[config.mk]
export PLATFORM = sky130hd
export DESIGN_NAME = sha1_digest_stream
export DESIGN_NICKNAME = d
export VERILOG_FILES = /design/src/sha1ds_pkg.sv /design/src/sha1ds_ctrl.sv /design/src/sha1ds_datapath.sv /design/src/sha1_digest_stream.sv
export SDC_FILE = /design/constraint.sdc
export NUM_CORES = 2
export LEC_CHECK = 0
export BUFFER_PORTS_ARGS = -buffer_cell sky130_fd_sc_hd__buf_2
export CAP_MARGIN = 20
export CORE_MARGIN = 4
export CORE_UTILIZATION = 57
export CTS_CLUSTER_SIZE = 20
export DETAILED_ROUTE_END_ITERATION = 7
export GPL_TIMING_DRIVEN = 0
export MAX_ROUTING_LAYER = met4
export PLACE_DENSITY = 0.74
export SYNTH_ARGS = -nofsm -noshare
export SYNTH_HDL_FRONTEND = slang
export SYNTH_SLANG_ARGS = --single-unit
[constraint.sdc]
create_clock -name clk -period 15.5 [get_ports clk]
set_input_delay 0.775 -clock clk [delete_from_list [all_inputs] [get_ports clk]]
set_output_delay 0.775 -clock clk [all_outputs]
set_load 0.005 [all_outputs]
[src/sha1ds_pkg.sv]
`timescale 1ns / 1ps
// ----------------------------------------------------------------------------
// sha1ds_pkg
// Shared constants and controller-to-datapath types for the SHA-1 stream core.
// ----------------------------------------------------------------------------
package sha1ds_pkg;

	// initial hash value
	localparam logic [31:0] IV0 = 32'h67452301;
	localparam logic [31:0] IV1 = 32'hEFCDAB89;
	localparam logic [31:0] IV2 = 32'h98BADCFE;
	localparam logic [31:0] IV3 = 32'h10325476;
	localparam logic [31:0] IV4 = 32'hC3D2E1F0;

	// round constants, one per group of twenty rounds
	localparam logic [31:0] K0 = 32'h5A827999;
	localparam logic [31:0] K1 = 32'h6ED9EBA1;
	localparam logic [31:0] K2 = 32'h8F1BBCDC;
	localparam logic [31:0] K3 = 32'hCA62C1D6;

	// first padding byte
	localparam logic [7:0] PAD_MARK = 8'h80;

	// byte source for a buffer write
	localparam logic [1:0] BSEL_INPUT = 2'd0;
	localparam logic [1:0] BSEL_MARK  = 2'd1;
	localparam logic [1:0] BSEL_ZERO  = 2'd2;
	localparam logic [1:0] BSEL_LEN   = 2'd3;

	// round groups
	localparam logic [1:0] GRP_CH  = 2'd0;
	localparam logic [1:0] GRP_P1  = 2'd1;
	localparam logic [1:0] GRP_MAJ = 2'd2;
	localparam logic [1:0] GRP_P2  = 2'd3;

	localparam int ROUNDS    = 80;
	localparam int DIG_WORDS = 5;

	// commands from controller to datapath
	typedef struct packed {
		logic       put_byte;
		logic [1:0] byte_sel;
		logic       count_byte;
		logic       round;
		logic       round_first;
		logic [1:0] round_grp;
		logic       hash_add;
		logic       reinit;
		logic [2:0] word_sel;
	} cmd_t;

	// status from datapath to controller
	typedef struct packed {
		logic [5:0] fill;
	} status_t;

endpackage

[src/sha1ds_ctrl.sv]
`timescale 1ns / 1ps
// ----------------------------------------------------------------------------
// sha1ds_ctrl
// Sequencer: byte intake, padding, round counting and digest readout.
// ----------------------------------------------------------------------------
module sha1ds_ctrl import sha1ds_pkg::*; (
	input  logic       clk,
	input  logic       arst_n,
	input  logic       in_valid,
	output logic       in_stall,
	input  logic       has_byte,
	input  logic       last_byte,
	output logic       out_valid,
	input  logic       out_stall,
	output logic [2:0] word_index,
	output logic       is_last_word,
	output cmd_t       cmd,
	input  status_t    status
);

	localparam logic [2:0] S_IDLE  = 3'd0;
	localparam logic [2:0] S_ROUND = 3'd1;
	localparam logic [2:0] S_FINAL = 3'd2;
	localparam logic [2:0] S_PAD   = 3'd3;
	localparam logic [2:0] S_OUT   = 3'd4;

	localparam logic [6:0] LAST_ROUND = 7'(ROUNDS - 1);
	localparam logic [2:0] LAST_WORD  = 3'(DIG_WORDS - 1);
	localparam logic [5:0] LEN_POS    = 6'd56;
	localparam logic [5:0] FILL_END   = 6'd63;

	logic [2:0] state_q, state_d;
	logic [6:0] round_q, round_d;
	logic [2:0] word_q, word_d;
	logic       finish_q, finish_d;
	logic       sent80_q, sent80_d;
	logic       lenph_q, lenph_d;
	logic       done_q, done_d;
	logic       fill_end;

	assign fill_end     = (status.fill == FILL_END);
	assign word_index   = word_q;
	assign is_last_word = (word_q == LAST_WORD);

	// next state and commands
	always_comb begin
		state_d   = state_q;
		round_d   = round_q;
		word_d    = word_q;
		finish_d  = finish_q;
		sent80_d  = sent80_q;
		lenph_d   = lenph_q;
		done_d    = done_q;
		cmd       = '0;
		cmd.word_sel = word_q;
		in_stall  = (state_q != S_IDLE);
		out_valid = 1'b0;
		unique case (state_q)
			S_IDLE: begin
				if (in_valid) begin
					finish_d = last_byte;
					if (has_byte) begin
						cmd.put_byte   = 1'b1;
						cmd.byte_sel   = BSEL_INPUT;
						cmd.count_byte = 1'b1;
					end
					if (has_byte && fill_end) begin
						state_d = S_ROUND;
					end else if (last_byte) begin
						state_d = S_PAD;
					end
				end
			end
			S_ROUND: begin
				cmd.round       = 1'b1;
				cmd.round_first = (round_q == 7'd0);
				if (round_q < 7'd20) begin
					cmd.round_grp = GRP_CH;
				end else if (round_q < 7'd40) begin
					cmd.round_grp = GRP_P1;
				end else if (round_q < 7'd60) begin
					cmd.round_grp = GRP_MAJ;
				end else begin
					cmd.round_grp = GRP_P2;
				end
				if (round_q == LAST_ROUND) begin
					round_d = 7'd0;
					state_d = S_FINAL;
				end else begin
					round_d = round_q + 7'd1;
				end
			end
			S_FINAL: begin
				cmd.hash_add = 1'b1;
				if (!finish_q) begin
					state_d = S_IDLE;
				end else if (done_q) begin
					state_d = S_OUT;
				end else begin
					state_d = S_PAD;
				end
			end
			S_PAD: begin
				cmd.put_byte = 1'b1;
				if (!sent80_q) begin
					// marker byte; length field may follow in this block or the next
					cmd.byte_sel = BSEL_MARK;
					sent80_d     = 1'b1;
					lenph_d      = (status.fill < LEN_POS) || fill_end;
				end else if (lenph_q && (status.fill >= LEN_POS)) begin
					cmd.byte_sel = BSEL_LEN;
					if (fill_end) begin
						done_d = 1'b1;
					end
				end else begin
					cmd.byte_sel = BSEL_ZERO;
					if (fill_end) begin
						lenph_d = 1'b1;
					end
				end
				if (fill_end) begin
					state_d = S_ROUND;
				end
			end
			S_OUT: begin
				out_valid = 1'b1;
				if (!out_stall) begin
					if (word_q == LAST_WORD) begin
						cmd.reinit = 1'b1;
						word_d     = 3'd0;
						finish_d   = 1'b0;
						sent80_d   = 1'b0;
						lenph_d    = 1'b0;
						done_d     = 1'b0;
						state_d    = S_IDLE;
					end else begin
						word_d = word_q + 3'd1;
					end
				end
			end
			default: begin
				state_d = S_IDLE;
			end
		endcase
	end

	// control registers
	always_ff @(posedge clk or negedge arst_n) begin
		if (!arst_n) begin
			state_q  <= S_IDLE;
			round_q  <= 7'd0;
			word_q   <= 3'd0;
			finish_q <= 1'b0;
			sent80_q <= 1'b0;
			lenph_q  <= 1'b0;
			done_q   <= 1'b0;
		end else begin
			state_q  <= state_d;
			round_q  <= round_d;
			word_q   <= word_d;
			finish_q <= finish_d;
			sent80_q <= sent80_d;
			lenph_q  <= lenph_d;
			done_q   <= done_d;
		end
	end

endmodule

[src/sha1ds_datapath.sv]
`timescale 1ns / 1ps
// ----------------------------------------------------------------------------
// sha1ds_datapath
// Block shift buffer doubling as message schedule window, round unit,
// hash words, fill and length counters.
// ----------------------------------------------------------------------------
module sha1ds_datapath import sha1ds_pkg::*; (
	input  logic        clk,
	input  logic        arst_n,
	input  logic [7:0]  data_byte,
	input  cmd_t        cmd,
	output status_t     status,
	output logic [31:0] digest_word
);

	logic [511:0] blk_q;
	logic [5:0]   fill_q;
	logic [63:0]  total_q;
	logic [31:0]  h_q [DIG_WORDS];
	logic [31:0]  a_q, b_q, c_q, d_q, e_q;

	logic [63:0]  bit_len;
	logic [63:0]  len_shift;
	logic [7:0]   put_val;
	logic [31:0]  sa, sb, sc, sd, se;
	logic [31:0]  f_val, k_val, w_t, w_new, tmp;

	assign status.fill = fill_q;

	// length byte for the current fill position, most significant first
	assign bit_len   = {total_q[60:0], 3'b000};
	assign len_shift = bit_len >> {~fill_q[2:0], 3'b000};

	always_comb begin
		unique case (cmd.byte_sel)
			BSEL_INPUT: put_val = data_byte;
			BSEL_MARK:  put_val = PAD_MARK;
			BSEL_ZERO:  put_val = 8'h00;
			BSEL_LEN:   put_val = len_shift[7:0];
			default:    put_val = 8'h00;
		endcase
	end

	// round inputs: first round starts from the hash words
	assign sa = cmd.round_first ? h_q[0] : a_q;
	assign sb = cmd.round_first ? h_q[1] : b_q;
	assign sc = cmd.round_first ? h_q[2] : c_q;
	assign sd = cmd.round_first ? h_q[3] : d_q;
	assign se = cmd.round_first ? h_q[4] : e_q;

	always_comb begin
		unique case (cmd.round_grp)
			GRP_CH: begin
				f_val = (sb & sc) | (~sb & sd);
				k_val = K0;
			end
			GRP_P1: begin
				f_val = sb ^ sc ^ sd;
				k_val = K1;
			end
			GRP_MAJ: begin
				f_val = (sb & sc) | (sb & sd) | (sc & sd);
				k_val = K2;
			end
			GRP_P2: begin
				f_val = sb ^ sc ^ sd;
				k_val = K3;
			end
			default: begin
				f_val = sb ^ sc ^ sd;
				k_val = K3;
			end
		endcase
	end

	// schedule window: oldest word on top, taps at t-16, t-14, t-8, t-3
	assign w_t   = blk_q[511:480];
	assign w_new = {w_t[30:0] ^ blk_q[446:416] ^ blk_q[254:224] ^ blk_q[94:64],
	                w_t[31] ^ blk_q[447] ^ blk_q[255] ^ blk_q[95]};
	assign tmp   = {sa[26:0], sa[31:27]} + f_val + se + k_val + w_t;

	// buffer and working variables
	always_ff @(posedge clk) begin
		if (cmd.put_byte) begin
			blk_q <= {blk_q[503:0], put_val};
		end else if (cmd.round) begin
			blk_q <= {blk_q[479:0], w_new};
		end
		if (cmd.round) begin
			a_q <= tmp;
			b_q <= sa;
			c_q <= {sb[1:0], sb[31:2]};
			d_q <= sc;
			e_q <= sd;
		end
	end

	// hash words and counters
	always_ff @(posedge clk or negedge arst_n) begin
		if (!arst_n) begin
			h_q[0]  <= IV0;
			h_q[1]  <= IV1;
			h_q[2]  <= IV2;
			h_q[3]  <= IV3;
			h_q[4]  <= IV4;
			fill_q  <= 6'd0;
			total_q <= 64'd0;
		end else if (cmd.reinit) begin
			h_q[0]  <= IV0;
			h_q[1]  <= IV1;
			h_q[2]  <= IV2;
			h_q[3]  <= IV3;
			h_q[4]  <= IV4;
			fill_q  <= 6'd0;
			total_q <= 64'd0;
		end else begin
			if (cmd.hash_add) begin
				h_q[0] <= h_q[0] + a_q;
				h_q[1] <= h_q[1] + b_q;
				h_q[2] <= h_q[2] + c_q;
				h_q[3] <= h_q[3] + d_q;
				h_q[4] <= h_q[4] + e_q;
			end
			if (cmd.put_byte) begin
				fill_q <= fill_q + 6'd1;
			end
			if (cmd.count_byte) begin
				total_q <= total_q + 64'd1;
			end
		end
	end

	// digest readout
	always_comb begin
		unique case (cmd.word_sel)
			3'd0:    digest_word = h_q[0];
			3'd1:    digest_word = h_q[1];
			3'd2:    digest_word = h_q[2];
			3'd3:    digest_word = h_q[3];
			3'd4:    digest_word = h_q[4];
			default: digest_word = h_q[4];
		endcase
	end

endmodule

[src/sha1_digest_stream.sv]
`timescale 1ns / 1ps
// ----------------------------------------------------------------------------
// sha1_digest_stream
// SHA-1 over a byte stream; at most one byte per input beat (has_byte), digest out as five
// 32-bit big-endian words.
// ----------------------------------------------------------------------------
//  channel  handshake            payload
//  in       in_valid / in_stall  data_byte[7:0], has_byte, last_byte
//  out      out_valid/ out_stall digest_word[31:0], word_index[2:0], is_last_word
//
//  byte beats are taken back to back while idle; the 64th byte of a block adds
//  80 rounds and one hash-add step (one round per cycle), with in_stall high
//  a last beat adds padding (marker, zeros, 64-bit length) and one or two compressions,
//  then five output beats; in_stall stays high until the fifth is taken
//  out_stall holds the current digest word; the asynchronous reset loads the
//  initial hash value and clears the counters
// ----------------------------------------------------------------------------
module sha1_digest_stream import sha1ds_pkg::*; (
	input  logic        clk,
	input  logic        arst_n,
	input  logic        in_valid,
	output logic        in_stall,
	input  logic [7:0]  data_byte,
	input  logic        has_byte,
	input  logic        last_byte,
	output logic        out_valid,
	input  logic        out_stall,
	output logic [31:0] digest_word,
	output logic [2:0]  word_index,
	output logic        is_last_word
);

	cmd_t    cmd;
	status_t status;

	// sequencer
	sha1ds_ctrl u_ctrl (
		.clk          (clk),
		.arst_n       (arst_n),
		.in_valid     (in_valid),
		.in_stall     (in_stall),
		.has_byte     (has_byte),
		.last_byte    (last_byte),
		.out_valid    (out_valid),
		.out_stall    (out_stall),
		.word_index   (word_index),
		.is_last_word (is_last_word),
		.cmd          (cmd),
		.status       (status)
	);

	// hashing datapath
	sha1ds_datapath u_datapath (
		.clk         (clk),
		.arst_n      (arst_n),
		.data_byte   (data_byte),
		.cmd         (cmd),
		.status      (status),
		.digest_word (digest_word)
	);

endmodule
==> out/metrics.cfg <==
[detailed_routing]
viasPerCell = 6.35
dr.pass1.iters = 6
wl_per_cell_um = 26.0
wl_met2_mm = 72.4
final_antenna_net_count = 0
vias = 37900
drc = 0
wl_mm = 155
top_layer = met4
drt-initial-drc-count = 4125
drt-met1-wl_mm = 59.2
wl_met3_mm = 12.6

[synth]
synthAdderAreaFrac_pct = 9.11
ys_ff_latch = 916
synth.distinct_cells = 88
synthCells = 4461
synthMuxAreaShare_pct = 14.2
synth-xor-area-share_pct = 5.26
synth_area_mm2 = 0.0533
synth_top_family_by_area = multiplexers
async_reset_ff_share_pct = 26.6
ys_warn_count = 0
synth_nets = 4795
synth_compound_area_share_pct = 11.4
post-synth-top-count-cell = edfxtp_1
synth_top_cells_by_area = edfxtp_1, mux2_2, dfrtp_1
synthTopCellsByCount = edfxtp_1, mux2_2, a21oi_1
yosys.area.top_type_share_pct = 37.9
yosys.area_share.simple_pct = 7.37
yosysTopAreaCell = edfxtp_1
yosysSeqAreaShare_pct = 49.5
synthFlopType = edfxtp_1
postSynthAreaPerCell_um2 = 11.9
synth-edff-count = 672

[clocking]
worstSkewPairLatency_ps = 710
clockRootBuffer = clkbuf_16
clkSlewWorstSetupHoldPaths_ps = 60
hold_buffers = 0
numClockSinks = 916
cts_tree = yes
cts-buffers-inserted = 99
cts_max_path_buffers = 3
cts_setup_buffers = 0
htreeDepth = 3
cts_resized = 0

[global_route]
grt_pass1_vias = 37100
antenna_found_initial = 1
grt_overflow = 0
grt_max_degree = 118
grt_first_pass_wirelength_mm = 231
grtUsageTotal_pct = 32.2

[floorplan]
start_util_pct = 57.8
core_area_mm2 = 0.0922
die_x_um = 314
die_area_mm2 = 0.0984
placementRows = 111
dieHeight_um = 314
ios = 52

[flow_run]
maxCapViolations = 0

[timing]
finalClockSkew_ps = 35.4
max_slew_margin_pct = 25.0
max_freq_mhz = 94.7
period_minus_slack_ps = 10560
worstMarginPinSlew_ps = 1120
hold_viol_final = 0
grt_setup_unrepaired = false
finalCritPeriodShare_pct = 68.2
setup_viol = 0
final_max_slew_viol_count = 0

[finish]
fin_nets = 4970
final_area_mm2 = 0.0590
drive_gt1_share_pct = 19.9
fin_cells = 5967
areaGrowthSynthToFinish_pct = 10.7

[run_status]
status = finished, final reports clean

[setup_path]
startpoint_type = register
slowest_delay_ps = 680
cp_slowest_cell = a211oi_1
worstSetupPathType = reg -> reg
cp-end-kind = register
path_common_cell = clkbuf_1
arrival_ps = 11000
required_ps = 15940
critPathMaxFanout = 13

[place]
place.port_buffers = 51
place.gp.congestion = 1.06
placedCellCount = 5776
dp_hpwl_mm = 118
place_area_mm2 = 0.0556

[min_path]
hold_path_class = in -> async

-- registers in the layout (all words and copies together), names as in the netlist, 6 cells and up --
signal and flops:
u_datapath.b_q 32, u_datapath.d_q 32, u_datapath.c_q 32, u_datapath.blk_q 512, u_datapath.total_q 61, u_datapath.a_q 32, u_datapath.e_q 32, u_datapath.h_q 160
u_datapath.status 6, u_ctrl.round_q 7
-- routing by layer --
metal | vias to the layer above | GRT usage (%)
met3 | 452 | 4.16
met4 | 0 | 18.9
li1 | 16800 | -
met5 | - | -
met1 | 18600 | 40.7
met2 | 1951 | 50.3
-- per-stage QoR --
stage	hold slack [ps]	worst slack (ps)	utilization [%]	TNS (ps)
floorplan	468	2460	-	0
global placement	496	-2700	59.8	-1356360
detailed placement	498	5160	60.3	0
CTS	38.4	5090	63.9	0
global route	61.2	4540	64.0	0
finish	21.4	4940	64.0	0
-- logic make-up after synthesis --
kind of cell | Yosys count
fa+ha+maj | 321
xor+xnor | 320
flops | 916
compound gates | 969
buf+inv | 445
simple gates | 825
mux | 665
-- layout by cell type, fill, tap and decap left out, drive strengths merged, types with 14 or more instances in the layout --
| cell | netlist | layout |
|---|---|---|
| a211oi | 27 | 27 |
| a21o | 75 | 75 |
| a21oi | 258 | 258 |
| a22oi | 65 | 65 |
| a31oi | 58 | 58 |
| and2 | 16 | 16 |
| and3 | 26 | 26 |
| buf | 21 | 95 |
| clkbuf | 168 | 299 |
| clkinv | 1 | 40 |
| dfrtp | 164 | 164 |
| dfstp | 80 | 80 |
| edfxtp | 672 | 672 |
| fa | 112 | 112 |
| ha | 208 | 208 |
| inv | 255 | 256 |
| mux2 | 580 | 580 |
| mux2i | 72 | 72 |
| nand2 | 199 | 199 |
| nand2b | 35 | 35 |
| nand3 | 96 | 96 |
| nand4 | 28 | 28 |
| nor2 | 245 | 245 |
| nor2b | 35 | 35 |
| nor3 | 79 | 79 |
| o211ai | 14 | 14 |
| o21a | 35 | 35 |
| o21ai | 261 | 261 |
| o21bai | 33 | 33 |
| o22ai | 14 | 14 |
| o31ai | 27 | 27 |
| or3 | 25 | 25 |
| xnor2 | 200 | 200 |
| xor2 | 120 | 120 |
-- path summary, 6_finish.rpt --
path | from | endpoint | slack [ps] | cells past startpoint
worst min-delay path | arst_n | u_datapath.h_q[35] | 20 | 1
worst max register to register | u_ctrl.state_q[0] | u_datapath.a_q[29] | 4940 | 33
min in group clk | last_byte | u_ctrl.finish_q | 350 | 3
max in group asynchronous | arst_n | u_datapath.total_q[46] | 14140 | 3
worst max-delay path | u_ctrl.state_q[0] | u_datapath.a_q[29] | 4940 | 33
worst min register to register | u_ctrl.lenph_q | u_ctrl.lenph_q | 510 | 1
-- worst max-delay path, delay by kind of cell, from the launching register on --
kind / cells / cell delay, ps
buffers and inverters: 11 / 3380
AOI/OAI and AO/OA: 12 / 3110
adders and majority gates: 6 / 2730
and+or+nand+nor: 3 / 640
DFF: 1 / 320
xor gates and xnor gates: 1 / 80
-- area by class of cell --
type | count | area [µm²]
buffer | 189 | 732
inverter | 256 | 968
clock buffer | 131 | 2730
antenna | 5 | 12.5
fill | 7063 | 33200
sequential | 916 | 26400
multi-input combinational | 3100 | 25200
clock inverter | 53 | 634
tap | 1243 | 1560
timing repair buffer | 74 | 746
Power is left out: the tool's default activity adds up to more than one toggle a clock period on the data nets, which glitch-free logic cannot reach.
